$ cat src/rtl/scfq_pkg.sv
// ----------------------------------------------------------------------------
// scfq_pkg
// Types, sizes and byte codes shared by the SLIP command frame queue.
// ----------------------------------------------------------------------------
package scfq_pkg;

	localparam int QUEUE_DEPTH = 16;   // command store entries, 2..64
	localparam int FRAME_BYTES = 7;    // longest accepted frame, 1..7
	localparam int BUF_SLOTS   = 7;    // bytes held per command

	localparam int PTR_W  = $clog2(QUEUE_DEPTH);
	localparam int CNT_W  = $clog2(QUEUE_DEPTH + 1);
	localparam int SLOT_W = $clog2(BUF_SLOTS);
	localparam int BCNT_W = $clog2(BUF_SLOTS + 1);

	localparam logic [7:0] FEND     = 8'hC0;
	localparam logic [7:0] FESC     = 8'hDB;
	localparam logic [7:0] TFEND    = 8'hDC;
	localparam logic [7:0] TFESC    = 8'hDD;
	localparam logic [1:0] TAG_MASK = 2'h3;

	typedef enum logic {
		OP_BYTE = 1'b0,
		OP_POP  = 1'b1
	} op_t;

	typedef enum logic [2:0] {
		ST_ABSORBED  = 3'd0,
		ST_QUEUED    = 3'd1,
		ST_TOO_LONG  = 3'd2,
		ST_FULL      = 3'd3,
		ST_POP_OK    = 3'd4,
		ST_POP_EMPTY = 3'd5
	} status_t;

	typedef struct packed {
		logic [1:0]                 tag;
		logic [BUF_SLOTS-1:0][7:0] bytes;
	} entry_t;

	// Translate the byte that follows an escape.
	function automatic logic [7:0] unescape(input logic [7:0] b);
		logic [7:0] r;
		r = b;
		if (b == TFEND) begin
			r = FEND;
		end else if (b == TFESC) begin
			r = FESC;
		end
		return r;
	endfunction

endpackage

$ cat src/rtl/scfq_in_if.sv
// ----------------------------------------------------------------------------
// scfq_in_if
// Input channel: one received byte or one pop request per transaction.
// ----------------------------------------------------------------------------
interface scfq_in_if;
	import scfq_pkg::*;

	logic       valid;
	logic       ready;
	op_t        op;
	logic [7:0] rx_byte;

	modport source (output valid, output op, output rx_byte, input ready);
	modport sink   (input valid, input op, input rx_byte, output ready);

endinterface

$ cat src/rtl/scfq_out_if.sv
// ----------------------------------------------------------------------------
// scfq_out_if
// Result channel: status, popped command and queue fill per transaction.
// ----------------------------------------------------------------------------
interface scfq_out_if;
	import scfq_pkg::*;

	logic             valid;
	logic             ready;
	status_t          status;
	logic [1:0]       queue_sel;
	logic [7:0]       cmd_code;
	logic [7:0]       param_one;
	logic [7:0]       param_two;
	logic [7:0]       param_three;
	logic [7:0]       param_four;
	logic [7:0]       param_five;
	logic [7:0]       param_six;
	logic [CNT_W-1:0] queued_count;

	modport source (
		output valid, output status, output queue_sel, output cmd_code,
		output param_one, output param_two, output param_three,
		output param_four, output param_five, output param_six,
		output queued_count, input ready
	);
	modport sink (
		input valid, input status, input queue_sel, input cmd_code,
		input param_one, input param_two, input param_three,
		input param_four, input param_five, input param_six,
		input queued_count, output ready
	);

endinterface

$ cat src/rtl/slip_command_frame_queue_core.sv
// ----------------------------------------------------------------------------
// slip_command_frame_queue_core
// SLIP deframer feeding a circular command store with pop access.
// ----------------------------------------------------------------------------
// Usage:
//   cmd_in carries one transaction per item: op = OP_BYTE delivers a raw
//   serial byte for SLIP decoding, op = OP_POP asks for the oldest queued
//   command. cmd_out returns exactly one result per input transaction, in
//   order: a status code, the popped command (zero unless the pop
//   succeeded) and the number of commands held after that item.
//   Path: each result passes the read stage (store read) and then the
//   output register on its way to cmd_out. Throughput: one item per
//   cycle while cmd_out is not stalled; decoder state, pointers
//   and the fill count update in the accept cycle, and the command store
//   takes one write or one read per cycle, so a pop directly after a
//   queued frame already sees that frame.
//   Reset: decoder, pointers and fill count clear at once; the store
//   needs no clearing since only written entries can ever be popped.
//   Stall: a result waiting on cmd_out does not block input; one more
//   item is taken into the read stage, after which cmd_in.ready drops
//   until cmd_out drains.
// ----------------------------------------------------------------------------
module slip_command_frame_queue_core (
	input  logic        clk,
	input  logic        arst_n,
	scfq_in_if.sink     cmd_in,
	scfq_out_if.source  cmd_out
);
	import scfq_pkg::*;

	// Decoder state
	logic [7:0]        frame_q [BUF_SLOTS];
	logic [BCNT_W-1:0] byte_cnt_q;
	logic              esc_q;

	// Command store and its bookkeeping
	entry_t            cmd_store_q [QUEUE_DEPTH];
	logic [PTR_W-1:0]  wr_ptr_q;
	logic [PTR_W-1:0]  rd_ptr_q;
	logic [CNT_W-1:0]  entry_cnt_q;

	// Read stage
	logic              valid_s1;
	status_t           status_s1;
	logic [CNT_W-1:0]  count_s1;
	entry_t            rd_data_s1;

	// Output register
	logic              out_valid_q;
	status_t           out_status_q;
	entry_t            out_entry_q;
	logic [CNT_W-1:0]  out_count_q;

	// Next-state signals
	logic              accept;
	logic              adv_s1;
	logic [7:0]        dec_byte;
	logic              is_data;
	status_t           status_d;
	logic              buf_we;
	logic              buf_clr;
	logic              wr_en;
	logic              rd_en;
	logic [BCNT_W-1:0] byte_cnt_d;
	logic              esc_d;
	logic [PTR_W-1:0]  wr_ptr_d;
	logic [PTR_W-1:0]  rd_ptr_d;
	logic [CNT_W-1:0]  entry_cnt_d;
	entry_t            wr_entry;

	// Handshake: the read stage drains into the output register whenever
	// that register is free or being taken this cycle.
	assign adv_s1       = valid_s1 && (!out_valid_q || cmd_out.ready);
	assign cmd_in.ready = !valid_s1 || adv_s1;
	assign accept       = cmd_in.valid && cmd_in.ready;

	// A byte after an escape is always data; otherwise only non-framing
	// codes are.
	assign dec_byte = esc_q ? unescape(cmd_in.rx_byte) : cmd_in.rx_byte;
	assign is_data  = esc_q || ((cmd_in.rx_byte != FEND) &&
	                            (cmd_in.rx_byte != FESC));

	always_comb begin
		status_d    = ST_ABSORBED;
		buf_we      = 1'b0;
		buf_clr     = 1'b0;
		wr_en       = 1'b0;
		rd_en       = 1'b0;
		byte_cnt_d  = byte_cnt_q;
		esc_d       = esc_q;
		wr_ptr_d    = wr_ptr_q;
		rd_ptr_d    = rd_ptr_q;
		entry_cnt_d = entry_cnt_q;
		if (cmd_in.op == OP_POP) begin
			if (entry_cnt_q == '0) begin
				status_d = ST_POP_EMPTY;
			end else begin
				status_d    = ST_POP_OK;
				rd_en       = 1'b1;
				entry_cnt_d = entry_cnt_q - CNT_W'(1);
				rd_ptr_d    = (rd_ptr_q == PTR_W'(QUEUE_DEPTH - 1)) ? '0
				                                                    : rd_ptr_q + PTR_W'(1);
			end
		end else if (is_data) begin
			esc_d = 1'b0;
			if (byte_cnt_q >= BCNT_W'(FRAME_BYTES)) begin
				// Overlong frame: drop it, keep stale buffer contents.
				status_d   = ST_TOO_LONG;
				byte_cnt_d = '0;
			end else begin
				buf_we     = 1'b1;
				byte_cnt_d = byte_cnt_q + BCNT_W'(1);
			end
		end else if (cmd_in.rx_byte == FEND) begin
			if (byte_cnt_q != '0) begin
				byte_cnt_d = '0;
				if (entry_cnt_q == CNT_W'(QUEUE_DEPTH)) begin
					status_d = ST_FULL;
				end else begin
					status_d    = ST_QUEUED;
					wr_en       = 1'b1;
					buf_clr     = 1'b1;
					entry_cnt_d = entry_cnt_q + CNT_W'(1);
					wr_ptr_d    = (wr_ptr_q == PTR_W'(QUEUE_DEPTH - 1)) ? '0
					                                                    : wr_ptr_q + PTR_W'(1);
				end
			end
		end else begin
			esc_d = 1'b1;
		end
	end

	always_comb begin
		wr_entry.tag = (frame_q[0][7:6]) & TAG_MASK;
		for (int i = 0; i < BUF_SLOTS; i++) begin
			wr_entry.bytes[i] = frame_q[i];
		end
	end

	// Decoder and queue control state
	always_ff @(posedge clk or negedge arst_n) begin
		if (!arst_n) begin
			for (int i = 0; i < BUF_SLOTS; i++) begin
				frame_q[i] <= '0;
			end
			byte_cnt_q  <= '0;
			esc_q       <= 1'b0;
			wr_ptr_q    <= '0;
			rd_ptr_q    <= '0;
			entry_cnt_q <= '0;
		end else if (accept) begin
			if (buf_clr) begin
				for (int i = 0; i < BUF_SLOTS; i++) begin
					frame_q[i] <= '0;
				end
			end else if (buf_we) begin
				frame_q[byte_cnt_q[SLOT_W-1:0]] <= dec_byte;
			end
			byte_cnt_q  <= byte_cnt_d;
			esc_q       <= esc_d;
			wr_ptr_q    <= wr_ptr_d;
			rd_ptr_q    <= rd_ptr_d;
			entry_cnt_q <= entry_cnt_d;
		end
	end

	// Command store: one write or one registered read per cycle. A pop and
	// a queued frame never share a cycle, and a write lands before any
	// later read, so no forwarding is needed.
	always_ff @(posedge clk) begin
		if (accept && wr_en) begin
			cmd_store_q[wr_ptr_q] <= wr_entry;
		end
		if (accept && rd_en) begin
			rd_data_s1 <= cmd_store_q[rd_ptr_q];
		end
	end

	// Read stage control
	always_ff @(posedge clk or negedge arst_n) begin
		if (!arst_n) begin
			valid_s1 <= 1'b0;
		end else if (accept) begin
			valid_s1 <= 1'b1;
		end else if (adv_s1) begin
			valid_s1 <= 1'b0;
		end
	end

	always_ff @(posedge clk) begin
		if (accept) begin
			status_s1 <= status_d;
			count_s1  <= entry_cnt_d;
		end
	end

	// Output register: hold while the receiver stalls.
	always_ff @(posedge clk or negedge arst_n) begin
		if (!arst_n) begin
			out_valid_q <= 1'b0;
		end else if (adv_s1) begin
			out_valid_q <= 1'b1;
		end else if (cmd_out.ready) begin
			out_valid_q <= 1'b0;
		end
	end

	always_ff @(posedge clk) begin
		if (adv_s1) begin
			out_status_q <= status_s1;
			out_count_q  <= count_s1;
			// Only a successful pop shows store data.
			out_entry_q  <= (status_s1 == ST_POP_OK) ? rd_data_s1 : '0;
		end
	end

	assign cmd_out.valid        = out_valid_q;
	assign cmd_out.status       = out_status_q;
	assign cmd_out.queue_sel    = out_entry_q.tag;
	assign cmd_out.cmd_code     = out_entry_q.bytes[0];
	assign cmd_out.param_one    = out_entry_q.bytes[1];
	assign cmd_out.param_two    = out_entry_q.bytes[2];
	assign cmd_out.param_three  = out_entry_q.bytes[3];
	assign cmd_out.param_four   = out_entry_q.bytes[4];
	assign cmd_out.param_five   = out_entry_q.bytes[5];
	assign cmd_out.param_six    = out_entry_q.bytes[6];
	assign cmd_out.queued_count = out_count_q;

	// Fill count stays within the store.
	a_count_range: assert property (@(posedge clk) disable iff (!arst_n)
		entry_cnt_q <= CNT_W'(QUEUE_DEPTH))
		else $error("entry count beyond store depth");

	// Frame byte count never passes the frame limit.
	a_bytes_range: assert property (@(posedge clk) disable iff (!arst_n)
		byte_cnt_q <= BCNT_W'(FRAME_BYTES))
		else $error("byte count beyond frame limit");

	// A successful pop removes exactly one entry.
	a_pop_dec: assert property (@(posedge clk) disable iff (!arst_n)
		accept && (cmd_in.op == OP_POP) && (entry_cnt_q != '0)
		|=> entry_cnt_q == $past(entry_cnt_q) - CNT_W'(1))
		else $error("pop did not decrement entry count");

	// Store data is visible only on a successful pop.
	a_zero_fields: assert property (@(posedge clk) disable iff (!arst_n)
		out_valid_q && (out_status_q != ST_POP_OK) |-> out_entry_q == '0)
		else $error("command fields not cleared on non-pop result");

	// A queued frame clears the decoder for the next frame.
	a_frame_clear: assert property (@(posedge clk) disable iff (!arst_n)
		accept && wr_en |=> (byte_cnt_q == '0) && (frame_q[0] == '0))
		else $error("decoder not reset after queued frame");

endmodule

$ cat src/flat_wrapper.sv
// flat-port wrapper written by rule: the top's interface ports become plain ports
module slip_command_frame_queue_core_flat import scfq_pkg::*;
  (clk, arst_n, cmd_in_valid, cmd_in_op, cmd_in_rx_byte, cmd_in_ready, cmd_out_valid, cmd_out_status, cmd_out_queue_sel, cmd_out_cmd_code, cmd_out_param_one, cmd_out_param_two, cmd_out_param_three, cmd_out_param_four, cmd_out_param_five, cmd_out_param_six, cmd_out_queued_count, cmd_out_ready);
  scfq_in_if cmd_in_i ();
  scfq_out_if cmd_out_i ();
  input  logic clk;
  input  logic arst_n;
  input wire logic [$bits(cmd_in_i.valid)-1:0] cmd_in_valid;
  input wire logic [$bits(cmd_in_i.op)-1:0] cmd_in_op;
  input wire logic [$bits(cmd_in_i.rx_byte)-1:0] cmd_in_rx_byte;
  output wire logic [$bits(cmd_in_i.ready)-1:0] cmd_in_ready;
  output wire logic [$bits(cmd_out_i.valid)-1:0] cmd_out_valid;
  output wire logic [$bits(cmd_out_i.status)-1:0] cmd_out_status;
  output wire logic [$bits(cmd_out_i.queue_sel)-1:0] cmd_out_queue_sel;
  output wire logic [$bits(cmd_out_i.cmd_code)-1:0] cmd_out_cmd_code;
  output wire logic [$bits(cmd_out_i.param_one)-1:0] cmd_out_param_one;
  output wire logic [$bits(cmd_out_i.param_two)-1:0] cmd_out_param_two;
  output wire logic [$bits(cmd_out_i.param_three)-1:0] cmd_out_param_three;
  output wire logic [$bits(cmd_out_i.param_four)-1:0] cmd_out_param_four;
  output wire logic [$bits(cmd_out_i.param_five)-1:0] cmd_out_param_five;
  output wire logic [$bits(cmd_out_i.param_six)-1:0] cmd_out_param_six;
  output wire logic [$bits(cmd_out_i.queued_count)-1:0] cmd_out_queued_count;
  input wire logic [$bits(cmd_out_i.ready)-1:0] cmd_out_ready;
  assign cmd_in_i.valid = cmd_in_valid;
  assign cmd_in_i.op = cmd_in_op;
  assign cmd_in_i.rx_byte = cmd_in_rx_byte;
  assign cmd_in_ready = cmd_in_i.ready;
  assign cmd_out_valid = cmd_out_i.valid;
  assign cmd_out_status = cmd_out_i.status;
  assign cmd_out_queue_sel = cmd_out_i.queue_sel;
  assign cmd_out_cmd_code = cmd_out_i.cmd_code;
  assign cmd_out_param_one = cmd_out_i.param_one;
  assign cmd_out_param_two = cmd_out_i.param_two;
  assign cmd_out_param_three = cmd_out_i.param_three;
  assign cmd_out_param_four = cmd_out_i.param_four;
  assign cmd_out_param_five = cmd_out_i.param_five;
  assign cmd_out_param_six = cmd_out_i.param_six;
  assign cmd_out_queued_count = cmd_out_i.queued_count;
  assign cmd_out_i.ready = cmd_out_ready;
  slip_command_frame_queue_core u_core (.clk(clk), .arst_n(arst_n), .cmd_in(cmd_in_i), .cmd_out(cmd_out_i));
endmodule
$ cat config.mk
export PLATFORM = sky130hd
export DESIGN_NAME = slip_command_frame_queue_core_flat
export DESIGN_NICKNAME = d
export VERILOG_FILES = /design/src/rtl/scfq_pkg.sv /design/src/rtl/scfq_in_if.sv /design/src/rtl/scfq_out_if.sv /design/src/rtl/slip_command_frame_queue_core.sv /design/src/flat_wrapper.sv
export SDC_FILE = /design/constraint.sdc
export NUM_CORES = 1
export LEC_CHECK = 0
export ABC_CLOCK_PERIOD_IN_PS = 5700
export BUFFER_PORTS_ARGS = -buffer_cell sky130_fd_sc_hd__buf_2
export CAP_MARGIN = 20
export CORE_ASPECT_RATIO = 1.2
export CORE_MARGIN = 1.5
export CORE_UTILIZATION = 58
export CTS_BUF_LIST = sky130_fd_sc_hd__clkbuf_8
export CTS_CLUSTER_DIAMETER = 50
export DETAILED_ROUTE_END_ITERATION = 10
export HOLD_SLACK_MARGIN = 0.12
export PLACE_DENSITY = 0.82
export RECOVER_POWER = 100
export SLEW_MARGIN = 10
export SYNTH_ARGS = -nofsm -noshare
export SYNTH_HDL_FRONTEND = slang
export SYNTH_SLANG_ARGS = --single-unit
$ cat constraint.sdc
create_clock -name clk -period 5.7 [get_ports clk]
set_clock_uncertainty 0.1 [all_clocks]
set_input_delay 0.57 -clock clk [delete_from_list [all_inputs] [get_ports clk]]
set_output_delay 0.57 -clock clk [all_outputs]
set_load 0.02 [all_outputs]
* Yosys cells after proc, flatten, opt, wreduce, memory -nomap -nowiden
Memory sizes are Yosys's and may differ from the RTL's. A register that Yosys moved wholly into a read port is not among the register bits.
Index checks and enable logic that the tools add are counted.
** Storage, ports and cells
- Bits in registers :: 149
- RAM bits :: 928
- Bits of input ports :: 13
- Output and inout bits :: 68
- Word-level logic and storage cells :: 118
- Memories kept :: 1
** Cells by class
- Add/subtract/negate cells :: 5
- Order comparisons :: 3
- Equal/unequal tests :: 10
- Muxes and demuxes :: 45
- Bitwise operators :: 5
- Reduce and logical (&&, ||, !) cells :: 23
** Memory list
- u_core.cmd_store_q :: words 16, width 58, rd ports 1, clocked after Yosys merged registers in 1, wr ports 1, line slip_command_frame_queue_core.sv:37 : entry_t cmd_store_q [QUEUE_DEPTH];
** Operators by type and width (number)
- $mux 56 :: 2
- $bwmux 56 :: 1
- $mux 8 :: 4
- $mux 5 :: 6
- $demux 8 s3 :: 1
- $eq 8x8->1 const B :: 3
- $mux 3 :: 8
- $mux 1 :: 19
- $ne 8x8->1 const B :: 2
- $reduce_bool 2->1 :: 5
- $add 4x1->4 const B :: 2
- $eq 4x4->1 const B :: 2
- $mux 4 :: 2
- $logic_and 1x1->1 :: 6
- $reduce_and 3->1 :: 2
- $reduce_and 6->1 :: 1
- $add 5x1->5 const B :: 1
- $eq 5x5->1 const B :: 1
- $logic_not 5->1 :: 1
- $sub 5x1->5 const B :: 1
- $ge 4x4->1 const B :: 1
- $lt 4x1->1 const B :: 1
- $mux 2 :: 2
- $not 1->1 :: 4
- 10 further kinds :: 13

* Depth between registers and ports, before layout
Gate-level depths: netlist of the first run.
- Depth in word-level cells :: 9
- Mapped depth :: 9
- Gate-level depth less buffers :: 7

* Least setup slack after synthesis of the first run
No wires, ideal clock.
- Path kind :: input-to-reg
- Start :: input cmd_in_rx_byte[4]
- End :: memory u_core.cmd_store_q[0][0] in the netlist's numbering (enable)
- Library setup time :: 0.539 ns
- Arrival time :: 5.762 ns
- Data required time :: 5.061 ns
- Setup slack :: -0.700 ns
- Stages :: 6
- Buffers on the path :: 1
- Cell sequence :: or4_4 nor4_2 and2_4 buf_6 nand3_1 nor3_1
** Between the ends
- Longest elaborated chain between the ends :: 8
- Elaborated cells between the ends (all ways) :: 11
- Classes of those cells :: 3 x eq/ne; 5 x mux; 3 x reduce/logical
** Ends and longest elaborated chain
- start: declaration :: line flat_wrapper.sv:10 : input wire logic [$bits(cmd_in_i.rx_byte)-1:0] cmd_in_rx_byte;
- $ne 8x8->1 (on tied branches) :: line slip_command_frame_queue_core.sv:80, slip_command_frame_queue_core.sv:81
- $logic_and 1x1->1 :: line slip_command_frame_queue_core.sv:80 : assign is_data = esc_q || ((cmd_in.rx_byte != FEND) &&
- $logic_or 1x1->1 :: line slip_command_frame_queue_core.sv:80
- $mux 1 * :: line slip_command_frame_queue_core.sv:104 : end else if (is_data) begin
- $mux 1 * :: line slip_command_frame_queue_core.sv:94 : if (cmd_in.op == OP_POP) begin
- $logic_and 1x1->1 * :: line slip_command_frame_queue_core.sv:171 : if (accept && wr_en) begin
- $mux 1 * :: line slip_command_frame_queue_core.sv:171
- $mux 1 (implied by the code) * :: line slip_command_frame_queue_core.sv:172 : cmd_store_q[wr_ptr_q] <= wr_entry;
- end: declaration :: line slip_command_frame_queue_core.sv:37
Mark *: on every way between the ends. The rest lies on a longest branch, timed or not.

* Worst setup path in the final report of the first run
- Start :: input cmd_in_rx_byte[0]
- End :: memory u_core.cmd_store_q[7][27] in the netlist's numbering (enable)
Same word-level chain as after synthesis.

==> impl_summary.txt, run 1 <==
----------------------------------------------------
[Outcome]
  Run status ... finished with violations
  Violated checks ... capacitance limit, slew limit

[STA]
  Final clock period utilization by the worst path ... 0.826
  Worst slack on hold paths ... between 0.2 and 0.3 ns
  Worst slew slack as a fraction of its limit ... -1.26
  RSZ-0062 raised after global routing ... false
  Total of endpoints with negative setup slack in the final report ... 0
  Slew at the pin with the worst max-slew slack ... 3.39 ns
  Number of max-slew violations in the final report ... 300
  Tmin final ... roughly 4.7 ns
  F_max ... 213 MHz
  Final hold viol count ... 0
  Aggregate negative setup slack ... 0 ns

[Floorplan]
  Die area ... about 73000 µm²
  Num ports ... just over 80
  Area of the core region ... around 70000 µm²
  Site Rows ... approximately 110
  Chip Width ... between 200 and 250 µm
  Die Ht ... about 300 µm
  Effective utilization at floorplan ... 0.585

[Finish]
  Finished Layout Cells ... 3014
  Share of post-route cells with drive strength above 1 ... 0.266
  Relative area change from synthesis to final layout ... 10.7%
  Number of nets in the final layout ... between 1500 and 2000

[Worst hold path]
  Hold path depth ... 5
  Worst Hold End ... u_core.byte_cnt_q[2]$_DFFE_PN0P_
  Hold Crit Class ... input pin to register
  Worst hold path startpoint ... cmd_in_rx_byte[4]

[Logic synthesis]
  Post-synthesis sequential area ratio ... 0.788
  Cell types occupying the most area after synthesis ... edfxtp_1, mux4_2, dfrtp_1, a22o_1, and2_1
  Synth top area share ... 0.742
  Number of enable flip-flop cells after synthesis ... 1024
  Flip-flop cell with the highest count after synthesis ... edfxtp_1
  Library cell with the largest summed area after synthesis ... edfxtp_1
  Dominant combinational cell family by area after synthesis ... multiplexers
  Async S/R FF share, synth ... 0.0682
  Mux contribution to synthesized area ... 0.154
  Ys Warns ... 0
  Synthesized netlist cell count ... 1769
  Seq cells post-synth ... 1099
  Number of different library cells in the post-synthesis netlist ... 57
  Top cells by count, synth ... edfxtp_1, mux4_2, dfrtp_1, a22o_1, and2_1
  Post-Synthesis Net Count ... around 1800
  Post-synthesis simple-gate area fraction ... 0.0236
  XOR/XNOR share of the synthesized area ... 0.00127
  Post-Syn Area per Cell ... between 20 and 25 µm²
  Post-synthesis instance area ... ~41000 µm²
  Synthesized-area fraction occupied by ao, oa, aoi and oai cells ... 0.0204
  Share of synthesized cell area in full adder, half adder and majority cells ... 0.00302
  Count leader, synth ... edfxtp_1

[Worst setup path]
  Worst setup path class ... input pin to register
  Reg2reg start ... u_core.byte_cnt_q[0]$_DFFE_PN0P_
  Crit Reg-Reg Endpoint ... u_core.cmd_store_q[7][27]$_DFFE_PP_
  Register-to-Register Path Depth ... 8
  Capturing element type of the critical path ... register
  Reg2Reg Setup Slack ... around 1.0 ns
  Crit path DAT ... between 5 and 6 ns
  Start point of the critical path ... cmd_in_rx_byte[0]
  Worst-path fanout max ... between 50 and 60
  Startpoint types ... input pin
  Worst Path Required ... about 6.0 ns

[Pwr]
  Internal Dissipation ... approximately 15000 µW
  Worst vdd ir ... about 0.30 mV
  Net Sw Power ... about 6200 µW
  Sw Share ... 0.286
  Sum of internal, switching and leakage power ... ~22000 µW
  Part of the total power dissipated in the clock network ... 0.267
  Gate power share ... 0.197
  Sequential Power Share ... 0.537
  Leakage power summed over all cells ... around 0.015 µW
  Power density over the cells ... between 400 and 500 nW/µm²

[Global route]
  Total overflow reported by the global router ... 0
  Number of global-route vias before repair ... 20100
  Initial antenna violation count ... 2
  Tot GR Track Use ... 0.249
  Wire length of the first global-routing pass ... between 100000 and 150000 µm
  Largest net degree at the start of global routing ... between 70 and 80

[Clocking]
  Master cell of the clock root buffer ... clkbuf_8
  Clock slew seen by the registers of the worst setup and hold paths ... 0.06 ns
  Clock tree from TritonCTS ... yes
  Maximum clock path buffer count ... 3
  Number of clock sinks seen by CTS ... approximately 1100
  Latest clock arrival within the worst-skew pair ... 0.81 ns
  Inserted Clock Buffers ... 160
  Setup bufs post-CTS ... 0
  Maximum level of the CTS H-tree ... 4

[Placement]
  Quantity of I/O buffers inserted on ports ... 80
  Number of cells after detailed placement ... 2715
  Last weighted congestion value of the routability-driven placer ... between 0.8 and 0.9
  Dpl hpwl ... 50800 µm

[Route]
  Total Wirelength ... 87100 µm
  Wire length per cell ... 28.9 µm
  Vias per std cell ... 6.40
  Count of nets left with antenna violations after detail routing ... 0
  Via count ... roughly 19000
  Number of design rule violations left after detail routing ... 0
  Number of iterations in the first detailed-routing pass ... 5
  DRC violation total after the first TritonRoute iteration ... approximately 2200

[Flow run]
  Number of max-capacitance violations reported ... 5

----------------------------------------------------
==> metal layers <==
layer / track usage / share of wire / routed length [µm] / up-vias
li1: - / - / - / 7885
met1: 0.331 / 0.37 / 32100 / 10100
met2: 0.405 / 0.51 / 44400 / 1089
met3: 0.0613 / 0.089 / 7780 / 181
met4: 0.0898 / 0.032 / 2790 / 0
met5: 0 / 0 / 0 / -
==> cells by family (layout without fill, tap and decap cells) <==
family	Yosys count	in the layout
DFF	1099	1099
AOI/OAI and AO/OA	103	103
other	0	2
muxes	285	285
buffers and inverters	104	421
xor gates and xnor gates	6	6
and+or+nand+nor	162	162
adders and majority gates	10	10
==> flip-flops by register name, summed over array words and instances, names as in the netlist, 3 cells and up <==
register                     cells
u_core.status_s1                 3
u_core.cmd_out.status            3
u_core.byte_cnt_q                3
u_core.cmd_out.param_four        8
u_core.cmd_out.queued_count      5
u_core.rd_ptr_q                  4
u_core.cmd_out.param_one         8
u_core.cmd_out.param_two         8
u_core.frame_q                  56
u_core.cmd_store_q             896
u_core.rd_data_s1               56
u_core.cmd_out.param_five        8
u_core.cmd_out.cmd_code          7
u_core.cmd_out.param_three       8
u_core.wr_ptr_q                  4
u_core.entry_cnt_q               5
u_core.cmd_out.param_six         8
u_core.count_s1                  5
==> critical path: stages <==
cell,delay (ns)
dlygate4sd3_1,0.52
buf_2,0.21
or4_4,0.52
nor4_1,1.18
and2_4,0.45
nand3_1,0.42
nor2_4,0.22
clkbuf_4,0.86
==> metrics by stage <==
step	area, µm²	worst slack (ns)	util
final	45900	0.994	0.648
after global placement	43100	1.41	0.609
after detailed placement	43100	1.30	0.609
after global routing	45900	0.659	0.648
after floorplan	41400	0.797	-
after CTS	46200	1.57	0.652
==> cells in the final DEF (no fill, tap or decap), types with 25 or more instances in the layout <==
| cell | count |
|---|---|
| clkinv_1 | 31 |
| edfxtp_1 | 1024 |
| dfrtp_1 | 72 |
| a22o_1 | 58 |
| inv_1 | 56 |
| mux4_2 | 280 |
| and2_0 | 40 |
| clkbuf_1 | 76 |
| clkbuf_8 | 171 |
| clkinv_2 | 25 |
==> power groups by stage <==
stage,Sequential (µW),Combinational (µW),Clock (µW)
after detailed placement,11800,4270,0
final,11600,4260,5780
after global routing,11700,4500,6240
after global placement,11700,4200,0
after floorplan,10900,3340,0
after CTS,11600,4300,5890
==> layout make-up <==
type / instances / area, µm²
Clock inverter: 116 / 599
Sequential cell: 1099 / 32600
Clock buffer: 171 / 2350
Multi-Input combinational cell: 566 / 8370
Timing Repair Buffer: 125 / 723
Antenna cell: 2 / 5.00
Fill cell: 4251 / 24900
Tap cell: 926 / 1160
Inverter: 9 / 33.8
==> how the worst max path moves through the flow <==
stage                                                     end  slack (ns)  cells past startpoint
after CTS                 u_core.cmd_store_q[4][39]$_DFFE_PP_        1.57                      8
after global placement    u_core.cmd_store_q[5][29]$_DFFE_PP_        1.41                      7
final                     u_core.cmd_store_q[7][27]$_DFFE_PP_        0.99                      8
after floorplan           u_core.cmd_store_q[10][0]$_DFFE_PP_        0.80                      6
after global routing           u_core.rd_ptr_q[3]$_DFFE_PN0P_        0.66                      7
after detailed placement  u_core.cmd_store_q[4][36]$_DFFE_PP_        1.30                      7
==> what timing repair did <==
| item | in CTS | in global routing |
|---|---|---|
| hold buffers | 10 | 0 |
| setup endpoints to repair | 0 | 0 |
| hold endpoints to repair | 110 | 0 |
| gates resized for setup | 0 | 0 |
No activity file was read; power rests on OpenSTA's default activity.
==> run 2: changes to the inputs <==
--- a/config.mk
+++ b/config.mk
@@ -5,17 +5,17 @@
 export SDC_FILE = /design/constraint.sdc
 export NUM_CORES = 1
 export LEC_CHECK = 0
-export ABC_CLOCK_PERIOD_IN_PS = 5700
+export ABC_CLOCK_PERIOD_IN_PS = 4800
 export BUFFER_PORTS_ARGS = -buffer_cell sky130_fd_sc_hd__buf_2
 export CAP_MARGIN = 20
 export CORE_ASPECT_RATIO = 1.2
 export CORE_MARGIN = 1.5
-export CORE_UTILIZATION = 58
+export CORE_UTILIZATION = 65
 export CTS_BUF_LIST = sky130_fd_sc_hd__clkbuf_8
 export CTS_CLUSTER_DIAMETER = 50
 export DETAILED_ROUTE_END_ITERATION = 10
 export HOLD_SLACK_MARGIN = 0.12
-export PLACE_DENSITY = 0.82
+export PLACE_DENSITY = 0.87
 export RECOVER_POWER = 100
 export SLEW_MARGIN = 10
 export SYNTH_ARGS = -nofsm -noshare
==> constraint.sdc (replaced) <==
create_clock -name clk -period 4.8 [get_ports clk]
set_clock_uncertainty 0.1 [all_clocks]
set_input_delay 0.48 -clock clk [delete_from_list [all_inputs] [get_ports clk]]
set_output_delay 0.48 -clock clk [all_outputs]
set_load 0.02 [all_outputs]
==> impl_summary.txt, run 2 (synthesized netlist as in run 1, its figures left out) <==
----------------------------------------------------
[Floorplan]
  Area of the core region ... 63200 µm² (-11%)
  Die Ht ... 280 µm (-5.5%)
  Num ports ... 81 (unchanged)
  Chip Width ... 233 µm (-5.5%)
  Effective utilization at floorplan ... 0.656 (+0.0707)
  Site Rows ... 101 (-5.6%)
  Die area ... 65300 µm² (-11%)

[STA]
  Number of max-slew violations in the final report ... 234 (-22%)
  F_max ... around 240 MHz
  Slew at the pin with the worst max-slew slack ... 2.94 ns (-0.453 ns)
  Setup slack after layout ... 0.566 ns (-0.429 ns)
  Final hold viol count ... 0 (unchanged)
  Worst slew slack as a fraction of its limit ... -0.961 (+0.302)
  Total of endpoints with negative setup slack in the final report ... 0 (unchanged)
  Tmin final ... between 4 and 5 ns
  Final clock period utilization by the worst path ... 0.882
  RSZ-0062 raised after global routing ... false

[Clocking]
  Master cell of the clock root buffer ... clkbuf_8
  Inserted Clock Buffers ... 154 (-3.8%)
  Number of clock sinks seen by CTS ... 1099 (unchanged)
  Maximum level of the CTS H-tree ... 4 (unchanged)
  Latest clock arrival within the worst-skew pair ... 0.81 ns (about the same)
  Clock slew seen by the registers of the worst setup and hold paths ... 0.07 ns (about the same)
  Setup bufs post-CTS ... 0 (unchanged)
  Clock tree from TritonCTS ... yes
  Maximum clock path buffer count ... 3 (unchanged)

[Pwr]
  Worst vdd ir ... 0.346 mV (+14%)
  Power density over the cells ... 563 nW/µm² (+19%)
  Leakage power summed over all cells ... 0.0149 µW (about the same)
  Sum of internal, switching and leakage power ... 25700 µW (+19%)

[Global route]
  Wire length of the first global-routing pass ... 141000 µm (+8.3%)
  Number of global-route vias before repair ... 20900 (+4.2%)
  Total overflow reported by the global router ... 0 (unchanged)
  Largest net degree at the start of global routing ... 85 (+12%)
  Initial antenna violation count ... 2 (unchanged)
  Tot GR Track Use ... 0.308 (+0.0594)

[Finish]
  Registers with the most flip-flops ... u_core.cmd_store_q: 896 flops, u_core.frame_q: 56 flops, u_core.rd_data_s1: 56 flops
  Top reg by flops ... u_core.cmd_store_q
  Number of nets in the final layout ... 1988 (+0.20%)
  Relative area change from synthesis to final layout ... 10.1%
  Most common cell after layout, fill and taps aside ... edfxtp_1
  Share of post-route cells with drive strength above 1 ... 0.259 (-0.00682)
  Most frequent cells in the layout ... edfxtp_1, mux4_2, clkbuf_8
  Flip-flop count of the largest register after layout ... 896 (unchanged)

[Route]
  Number of design rule violations left after detail routing ... 0 (unchanged)
  Wire length per cell ... 33.1 µm (+15%)
  Count of nets left with antenna violations after detail routing ... 0 (unchanged)
  Number of iterations in the first detailed-routing pass ... 7 (+2)
  Vias per std cell ... 6.93 (+8.3%)
  Total Wirelength ... 96300 µm (+11%)
  DRC violation total after the first TritonRoute iteration ... 2644 (+18%)
  Via count ... 20200 (+4.5%)

[Worst setup path]
  Capturing element type of the critical path ... register
  Worst-path fanout max ... 75 (+34%)
  Crit path DAT ... 4.67 ns (-0.34 ns)
  Worst setup path class ... register to register
  Reg2Reg Setup Slack ... 0.57 ns (-0.44 ns)
  Worst Path Required ... 5.23 ns (-0.77 ns)
  Startpoint types ... register

[Placement]
  Last weighted congestion value of the routability-driven placer ... 0.821 (+0.55%)
  Worst slack at placement ... 1.03 ns (-0.269 ns)
  Quantity of I/O buffers inserted on ports ... 80 (unchanged)
  Dpl hpwl ... 54800 µm (+7.9%)

[Outcome]
  Run status ... finished with violations
  Violated checks ... capacitance limit, slew limit

[Worst hold path]
  Hold Crit Class ... input pin to register

[Flow run]
  Number of max-capacitance violations reported ... 6 (+1)

----------------------------------------------------
## run 2: power breakdown
| part | internal [µW] | switching [µW] |
|---|---|---|
| registers | 12100 | 1650 |
| logic | 2760 | 2400 |
| clock network | 3390 | 3370 |
| total | 18300 | 7430 |
## run 2: worst paths after layout
kind	start	to	depth (start not counted)
hold / removal	cmd_in_rx_byte[2]	u_core.byte_cnt_q[2]$_DFFE_PN0P_	5
max in group asynchronous	arst_n	u_core.rd_ptr_q[0]$_DFFE_PN0P_	2
setup / recovery	u_core.rd_ptr_q[1]$_DFFE_PN0P_	u_core.rd_data_s1[32]$_DFFE_PP_	3
min in group asynchronous	arst_n	u_core.cmd_out.valid$_DFFE_PN0P_	2
setup reg to reg	u_core.rd_ptr_q[1]$_DFFE_PN0P_	u_core.rd_data_s1[32]$_DFFE_PP_	3
hold reg to reg	u_core.count_s1[3]$_DFFE_PP_	u_core.cmd_out.queued_count[3]$_DFFE_PP_	0
## run 2: layout make-up
| cell class | count | area (µm²) |
|---|---|---|
| clock inverter | 105 | 514 |
| multi-input combinational | 566 | 8320 |
| timing repair buffer | 135 | 762 |
| sequential | 1099 | 32600 |
| fill | 3238 | 17600 |
| tap | 824 | 1030 |
| antenna | 2 | 5.00 |
| clock buffer | 169 | 2330 |
| inverter | 9 | 33.8 |
## run 2: worst max-delay path, cell delays in order, from the launching register on
cell      delay [ns]
dfrtp_1         1.49
clkbuf_4        1.24
mux4_2          0.49
mux4_2          0.56
## run 2: stage by stage
step | cell area, µm² | util | instances | hold slack (ns) | setup TNS [ns]
final | 45600 | 0.722 | 2909 | 0.277 | 0
after detailed placement | 43100 | 0.682 | 2619 | 0.308 | 0
after floorplan | 41400 | - | 1769 | 0.0844 | -2.19
after global placement | 43100 | 0.682 | 2619 | 0.318 | 0
after CTS | 46000 | 0.729 | 2905 | 0.214 | 0
after global routing | 45600 | 0.722 | 2908 | 0.279 | 0
## run 2: repair_timing
action                    in CTS  in global routing
hold endpoints to repair     114                  0
hold buffers                  12                  0
resized for setup              0                  0
## run 2: routing by layer
| metal | track usage | share of wire | vias to the layer above |
|---|---|---|---|
| met5 | 0 | 0.00032 | - |
| met2 | 0.496 | 0.51 | 1541 |
| met4 | 0.118 | 0.035 | 2 |
| met3 | 0.0821 | 0.11 | 245 |
| li1 | - | - | 7881 |
| met1 | 0.411 | 0.35 | 10500 |
